**src/rtl/pfa_pkg.sv**
```systemverilog
// Shared types and constants for the bitmap page frame allocator.
// No dependencies; imported by every other file of the block.
package pfa_pkg;

  // Command codes
  localparam logic [1:0] CMD_ALLOC      = 2'd0;
  localparam logic [1:0] CMD_MARK_USED  = 2'd1;
  localparam logic [1:0] CMD_MARK_FREE  = 2'd2;
  localparam logic [1:0] CMD_MARK_RANGE = 2'd3;

  // Status codes
  localparam logic [1:0] ST_OK      = 2'd0;
  localparam logic [1:0] ST_FULL    = 2'd1;
  localparam logic [1:0] ST_INVALID = 2'd2;

  localparam logic [31:0] PHYS_BASE    = 32'h0010_0000;
  localparam int          PAGE_SHIFT   = 12;
  localparam logic [31:0] WORD_FULL    = 32'hFFFF_FFFF;
  localparam logic [4:0]  WORD_MSB     = 5'd31;
  localparam logic [15:0] MP_RESET     = 16'h8000;

  // Controller -> datapath
  typedef struct packed {
    logic       ld_in;        // capture the input item
    logic       w_zero;       // word pointer to 0
    logic       w_start;      // word pointer to the start page's word
    logic       w_inc;        // word pointer advance
    logic       mem_rd;       // read bitmap word at pointer
    logic       mem_clr;      // write zero at pointer
    logic       mem_wr;       // write modified word at pointer
    logic       res_load;     // latch result
    logic [1:0] res_status;
    logic       res_addr_en;  // result carries the found page address
    logic       out_load;     // move result into output register
  } pfa_cmd_t;

  // Datapath -> controller
  typedef struct packed {
    logic [1:0] cmd;
    logic       limit_zero;
    logic       a_ok;
    logic       range_ok;
    logic       found;
    logic       last_word;
    logic       clr_done;
  } pfa_sts_t;

endpackage

```
**src/rtl/pfa_ctrl.sv**
```systemverilog
// Controller of the page frame allocator: clearing sweep, command
// sequencing and handshakes. Uses pfa_pkg; drives pfa_dpath.
module pfa_ctrl (
  input  logic              clk_i,
  input  logic              rst_ni,
  input  logic              in_valid_i,
  output logic              in_ready_o,
  output logic              out_valid_o,
  input  logic              out_ready_i,
  input  pfa_pkg::pfa_sts_t sts_i,
  output pfa_pkg::pfa_cmd_t cmd_o
);
  import pfa_pkg::*;

  typedef enum logic [2:0] {
    S_CLEAR,
    S_IDLE,
    S_CHECK,
    S_READ,
    S_MODIFY,
    S_FINISH
  } state_e;

  state_e state_q, state_d;
  logic   out_valid_q;

  always_comb begin
    cmd_o   = '0;
    state_d = state_q;
    unique case (state_q)
      S_CLEAR: begin
        cmd_o.mem_clr = 1'b1;
        cmd_o.w_inc   = 1'b1;
        if (sts_i.clr_done) state_d = S_IDLE;
      end
      S_IDLE: begin
        if (in_valid_i) begin
          cmd_o.ld_in = 1'b1;
          state_d     = S_CHECK;
        end
      end
      S_CHECK: begin
        unique case (sts_i.cmd) inside
          CMD_ALLOC: begin
            if (sts_i.limit_zero) begin
              cmd_o.res_load   = 1'b1;
              cmd_o.res_status = ST_FULL;
              state_d          = S_FINISH;
            end else begin
              cmd_o.w_zero = 1'b1;
              state_d      = S_READ;
            end
          end
          CMD_MARK_USED, CMD_MARK_FREE: begin
            if (sts_i.a_ok) begin
              cmd_o.w_start = 1'b1;
              state_d       = S_READ;
            end else begin
              cmd_o.res_load   = 1'b1;
              cmd_o.res_status = ST_INVALID;
              state_d          = S_FINISH;
            end
          end
          default: begin
            if (sts_i.range_ok) begin
              cmd_o.w_start = 1'b1;
              state_d       = S_READ;
            end else begin
              cmd_o.res_load   = 1'b1;
              cmd_o.res_status = ST_INVALID;
              state_d          = S_FINISH;
            end
          end
        endcase
      end
      S_READ: begin
        cmd_o.mem_rd = 1'b1;
        state_d      = S_MODIFY;
      end
      S_MODIFY: begin
        unique case (sts_i.cmd) inside
          CMD_ALLOC: begin
            if (sts_i.found) begin
              cmd_o.mem_wr      = 1'b1;
              cmd_o.res_load    = 1'b1;
              cmd_o.res_status  = ST_OK;
              cmd_o.res_addr_en = 1'b1;
              state_d           = S_FINISH;
            end else if (sts_i.last_word) begin
              cmd_o.res_load   = 1'b1;
              cmd_o.res_status = ST_FULL;
              state_d          = S_FINISH;
            end else begin
              cmd_o.w_inc = 1'b1;
              state_d     = S_READ;
            end
          end
          CMD_MARK_USED, CMD_MARK_FREE: begin
            cmd_o.mem_wr     = 1'b1;
            cmd_o.res_load   = 1'b1;
            cmd_o.res_status = ST_OK;
            state_d          = S_FINISH;
          end
          default: begin
            cmd_o.mem_wr = 1'b1;
            if (sts_i.last_word) begin
              cmd_o.res_load   = 1'b1;
              cmd_o.res_status = ST_OK;
              state_d          = S_FINISH;
            end else begin
              cmd_o.w_inc = 1'b1;
              state_d     = S_READ;
            end
          end
        endcase
      end
      S_FINISH: begin
        // wait for the output register to free up
        if (!out_valid_q || out_ready_i) begin
          cmd_o.out_load = 1'b1;
          state_d        = S_IDLE;
        end
      end
      default: state_d = S_IDLE;
    endcase
  end

  always_ff @(posedge clk_i or negedge rst_ni) begin
    if (!rst_ni) begin
      state_q     <= S_CLEAR;
      out_valid_q <= 1'b0;
    end else begin
      state_q <= state_d;
      if (cmd_o.out_load) begin
        out_valid_q <= 1'b1;
      end else if (out_ready_i) begin
        out_valid_q <= 1'b0;
      end
    end
  end

  assign in_ready_o  = (state_q == S_IDLE);
  assign out_valid_o = out_valid_q;

endmodule

```
**config.mk**
```make
export PLATFORM = sky130hd
export DESIGN_NAME = pfa_ctrl
export DESIGN_NICKNAME = d
export VERILOG_FILES = /design/src/rtl/pfa_pkg.sv /design/src/rtl/pfa_ctrl.sv
export SDC_FILE = /design/constraint.sdc
export NUM_CORES = 1
export LEC_CHECK = 0
export ABC_AREA = 1
export BUFFER_PORTS_ARGS = -buffer_cell sky130_fd_sc_hd__clkbuf_2
export CAP_MARGIN = 20
export CORE_AREA = 2 2 39 41
export DETAILED_ROUTE_END_ITERATION = 8
export DIE_AREA = 0 0 41 43
export GPL_TIMING_DRIVEN = 0
export PLACE_DENSITY = 0.76
export SLEW_MARGIN = 20
export SYNTH_ARGS = -nofsm -noshare
export SYNTH_HDL_FRONTEND = slang
export SYNTH_SLANG_ARGS = --single-unit
```
**constraint.sdc**
```tcl
create_clock -name clk_i -period 1.13 [get_ports clk_i]
set_clock_uncertainty 0.15 [all_clocks]
set_input_delay 0.0565 -clock clk_i [delete_from_list [all_inputs] [get_ports clk_i]]
set_output_delay 0.0565 -clock clk_i [all_outputs]
set_load 0.005 [all_outputs]
```
### Word-level counts from Yosys, hierarchy flattened

Cells that the tools add are included.
Widths: inputs -> output; s select.

| storage, ports and cells | value |
|---|---|
| register bits after elaboration | 4 |
| input port bits | 12 |
| logic and storage cells | 61 |

| cells by class | value |
|---|---|
| eq/ne operators | 10 |
| multiplexer cells | 42 |
| reductions and logical operators | 7 |

Operators with widths:

| kind | number |
|---|---|
| $mux 3 | 14 |
| $pmux 3 s2 | 4 |
| $mux 1 | 18 |
| $pmux 3 s6 | 1 |
| $pmux 4 s2 | 1 |
| $eq 3x2->1 const B | 2 |
| $eq 3x3->1 const B | 2 |
| $ne 2x2->1 const B | 3 |
| $pmux 1 s2 | 3 |
| $eq 3x1->1 const B | 1 |
| $logic_not 3->1 | 1 |
| $reduce_and 3->1 | 1 |
| $eq 2x1->1 const B | 1 |
| $eq 2x2->1 const B | 1 |
| $logic_not 2->1 | 1 |
| $mux 2 | 1 |
| $reduce_bool 2->1 | 1 |
| $reduce_or 2->1 | 1 |
| $logic_not 1->1 | 1 |
| $logic_or 1x1->1 | 1 |

### Longest topological paths before layout

| depth | value |
|---|---|
| depth in word-level cells | 5 |
| depth in mapped cells | 9 |
| mapped depth without buffers | 9 |

### Worst setup path after synthesis

Ideal clock, no wire load.

| timing | value |
|---|---|
| path type | register to register |
| from | register state_q[0] |
| to | register state_q[1] |
| setup time | 0.113 ns |
| arrival time | 0.890 ns |
| required time | 0.867 ns |
| setup slack | -0.023 ns |
| stages on the path, launching flop included | 9 |
| clock period less this slack | 1.153 ns |
| cell sequence | dfrtp_1 > nor2_1 > nand2_1 > inv_2 > nand2_1 > nand2_1 > nor2_1 > nand2_1 > inv_1 |

| on the way | value |
|---|---|
| word-level cells in the longest chain between the ends | 3 |

Ends and longest elaborated chain:

| element | line | source |
|---|---|---|
| start, declared | pfa_ctrl.sv:24 | `state_e state_q, state_d;` |
| start signal, assigned | pfa_ctrl.sv:133 | `state_q <= state_d;` |
| $eq 3x3->1 (tied with other cells) | pfa_ctrl.sv:30 | `unique case (state_q)` |
| $ne 2x2->1 (no source line) | -- |  |
| $reduce_and 3->1 (no source line) | -- |  |

Several ways; a longest one is shown, not always the timed one.
A chain may end at the register's enable or synchronous reset.

==> flow_summary.yaml <==
detailed_routing:
  routed-via-count: 627
  first_pass_iters: 4
  ant_nets: 0
  drt-total-wl_um: 1320
  routedWlPerCell_um: 9.778
  routed_via_density: 4.644
  drt_iter0_markers: 3
  drc: 0
floorplan:
  coreArea_mm2: 0.001384
  die-width_um: 41
  initial_core_util_pct: 32.82
  die_h_um: 43
  io_pins: 26
  die_area_mm2: 0.001763
  std_cell_rows: 14
logic_synthesis:
  syn_nets: 94
  yosysSeqAreaShare_pct: 22.04
  synth_top_area_share_pct: 22.04
  syn_inst: 80
  netlist_area_um2: 454.2
  synth_cell_types: 16
  yosys-top-cells-area: "dfrtp_1 22%, nand2_1 17%, inv_1 12%, nor2_1 9.9%, nand3_1 6.6%"
  ys_seq_elements: 4
  yosysTopAreaCell: "dfrtp_1"
  ys_warn_count: 0
  postSynthAreaPerCell_um2: 5.677
setup_path:
  regToRegSetupSlack_ns: -0.23
  crit_fanout: 4
  regToRegEndpoint: "state_q[1]$_DFFE_PN0P_"
  cp_data_arrival_time_ns: 1.23
  worstPathRequired_ns: 0.92
  cp-end-kind: "primary output"
  criticalPathCategory: "flip-flop to primary output"
  startpoint_type: "flip-flop"
  reg2reg_from: "state_q[0]$_DFFE_PN0P_"
  r2r_cells: 8
sta:
  max_slew_margin_pct: 83.92
  fin_crit_sh_pct: 127.5
  fin_crit_ns: 1.441
  layout_setup_ws_ns: -0.3110
  holdWs_ns: -0.03360
  rsz0062_at_grt: "true"
  setup_viol: 16
  fmax_ghz: 0.6940
  hold_violations: 1
  worst_pin_slew_ns: 0.2403
  slew_violations: 0
clock_network:
  cts_inserted_buffers: 3
  cts_buffer_depth: 2
  clk_latency_ns: 0.23
  cts-root-buf: "clkbuf_4"
  clkSinkCount: 4
  clkTransAtPathRegs_ns: 0.04
  cts-htree-levels: 1
  cts_tree: "yes"
min_path:
  min_path_type: "primary input to flip-flop"
  hold_path_depth: 4
  holdPathEnd: "out_valid_o$_DFFE_PN0P_"
  hold_start: "out_ready_i"
flow_run:
  max_cap_violations: 0
pwr:
  ir_worst_vdd_uv: 1039
  p_total_w: 0.001489
  p_leak_nw: 0.4776
  p_per_area_mw_per_mm2: 1851
cells_and_area:
  antenna_cells: 0
  drive_above_1_share_pct: 57.14
  layout.nets: 135
  finalNonFillerCells: 135
  syn_to_final_growth_pct: 77.13
  fillers: 129
  fin_util_pct: 58.14
status:
  status: "complete, but fails checks"
  violations: "negative hold slack, negative setup slack"
placed_design:
  io_buffers: 25
  place_hpwl_um: 935.5
  dp.cells: 121
  place_congestion: 0.8321
global_routing:
  grt_usage_pct: 16.57
  antenna_found_initial: 0
  grt_max_degree: 6
  overflow: 0
  grt_pass1_wl_um: 2035
  grt_pass1_vias: 576
kinds of logic after synthesis:
family,count (synthesis),synth area share [%]
adder cells (fa/ha/maj),2,5.509
buffers and inverters,18,14.87
AND/OR/NAND/NOR,48,47.38
flip-flops,4,22.04
AO/OA/AOI/OAI,8,10.19
cell usage in the layout, fill, tap and decap left out, drive strengths merged:
master	Yosys	layout
a21boi	1	1
a21oi	5	5
buf	0	17
clkbuf	0	20
dfrtp	4	4
dlygate4sd3	0	2
ha	2	2
inv	18	18
nand2	23	23
nand3	7	7
nor2	16	16
nor3	1	1
o21ai	2	2
or2	1	1
Yosys cell counts, drive strengths merged:
cell type	number
nand3	7
or2	1
ha	2
nor2	16
dfrtp	4
a21boi	1
inv	18
nor3	1
a21oi	5
nand2	23
o21ai	2
power by group:
part,internal [W],switching [W]
Combinational,0.000486,0.000543
Clock,0.000119,0.0000564
Sequential,0.000213,0.0000723
stage by stage:
stage / instance area, um^2 / worst slack [ns] / TNS, ns / hold WS [ns]
2_1_floorplan: 454.2 / -0.008113 / -0.008113 / -0.3891
3_3_place_gp: 599.3 / -0.1518 / -0.9492 / -0.2872
3_5_place_dp: 599.3 / -0.1667 / -1.087 / -0.2845
4_1_cts: 743.2 / -0.3064 / -3.729 / -0.04323
5_1_grt: 804.5 / -0.3847 / -4.823 / 0.008902
6_report: 804.5 / -0.3110 / -3.722 / -0.03360
registers in the layout, summed over array words and instances (netlist names):
signal / cells
state_q: 3
out_valid_o: 1
critical path: stages (launching register included):
cell and delay, ns:
dfrtp_2 0.43, buf_6 0.13, nor2_4 0.15, nand2_1 0.07, a21oi_1 0.10, buf_2 0.12
worst max path at each step:
stage          slack (ns)                endpoint  cells past startpoint              startpoint
6_report            -0.31                cmd_o[9]                      5  state_q[0]$_DFFE_PN0P_
2_1_floorplan      -0.008  state_q[1]$_DFFE_PN0P_                      8  state_q[1]$_DFFE_PN0P_
4_1_cts             -0.31                cmd_o[4]                      6  state_q[1]$_DFFE_PN0P_
3_3_place_gp        -0.15                cmd_o[3]                      6  state_q[2]$_DFFE_PN0P_
5_1_grt             -0.38                cmd_o[9]                      5  state_q[0]$_DFFE_PN0P_
3_5_place_dp        -0.17  state_q[2]$_DFFE_PN0P_                      7                sts_i[6]
metal layers:
layer,vias to the layer above,GRT usage (%),routed length (um)
met1,288,19.34,551
met4,0,2.000,0
met3,0,4.712,43
met5,-,0,0
met2,17,29.06,725
li1,322,-,-
layout make-up:
cell class / instances / area [um^2] / area share, %
multi-input combinational: 58 / 367.9 / 45.72
timing repair buffer: 36 / 224.0 / 27.84
inverter: 18 / 67.56 / 8.398
sequential: 4 / 102.6 / 12.75
clock buffer: 3 / 22.52 / 2.799
tap: 16 / 20.02 / 2.488
what timing repair did:
action | CTS | global route
setup endpoints to repair | 16 | 16
gates resized for setup | 16 | 23
endpoints found under the hold margin | 6 | 0
setup buffers | 7 | 2
hold buffers | 2 | 0
pin swaps | 2 | 7
Power figures use the tool's default switching activity.
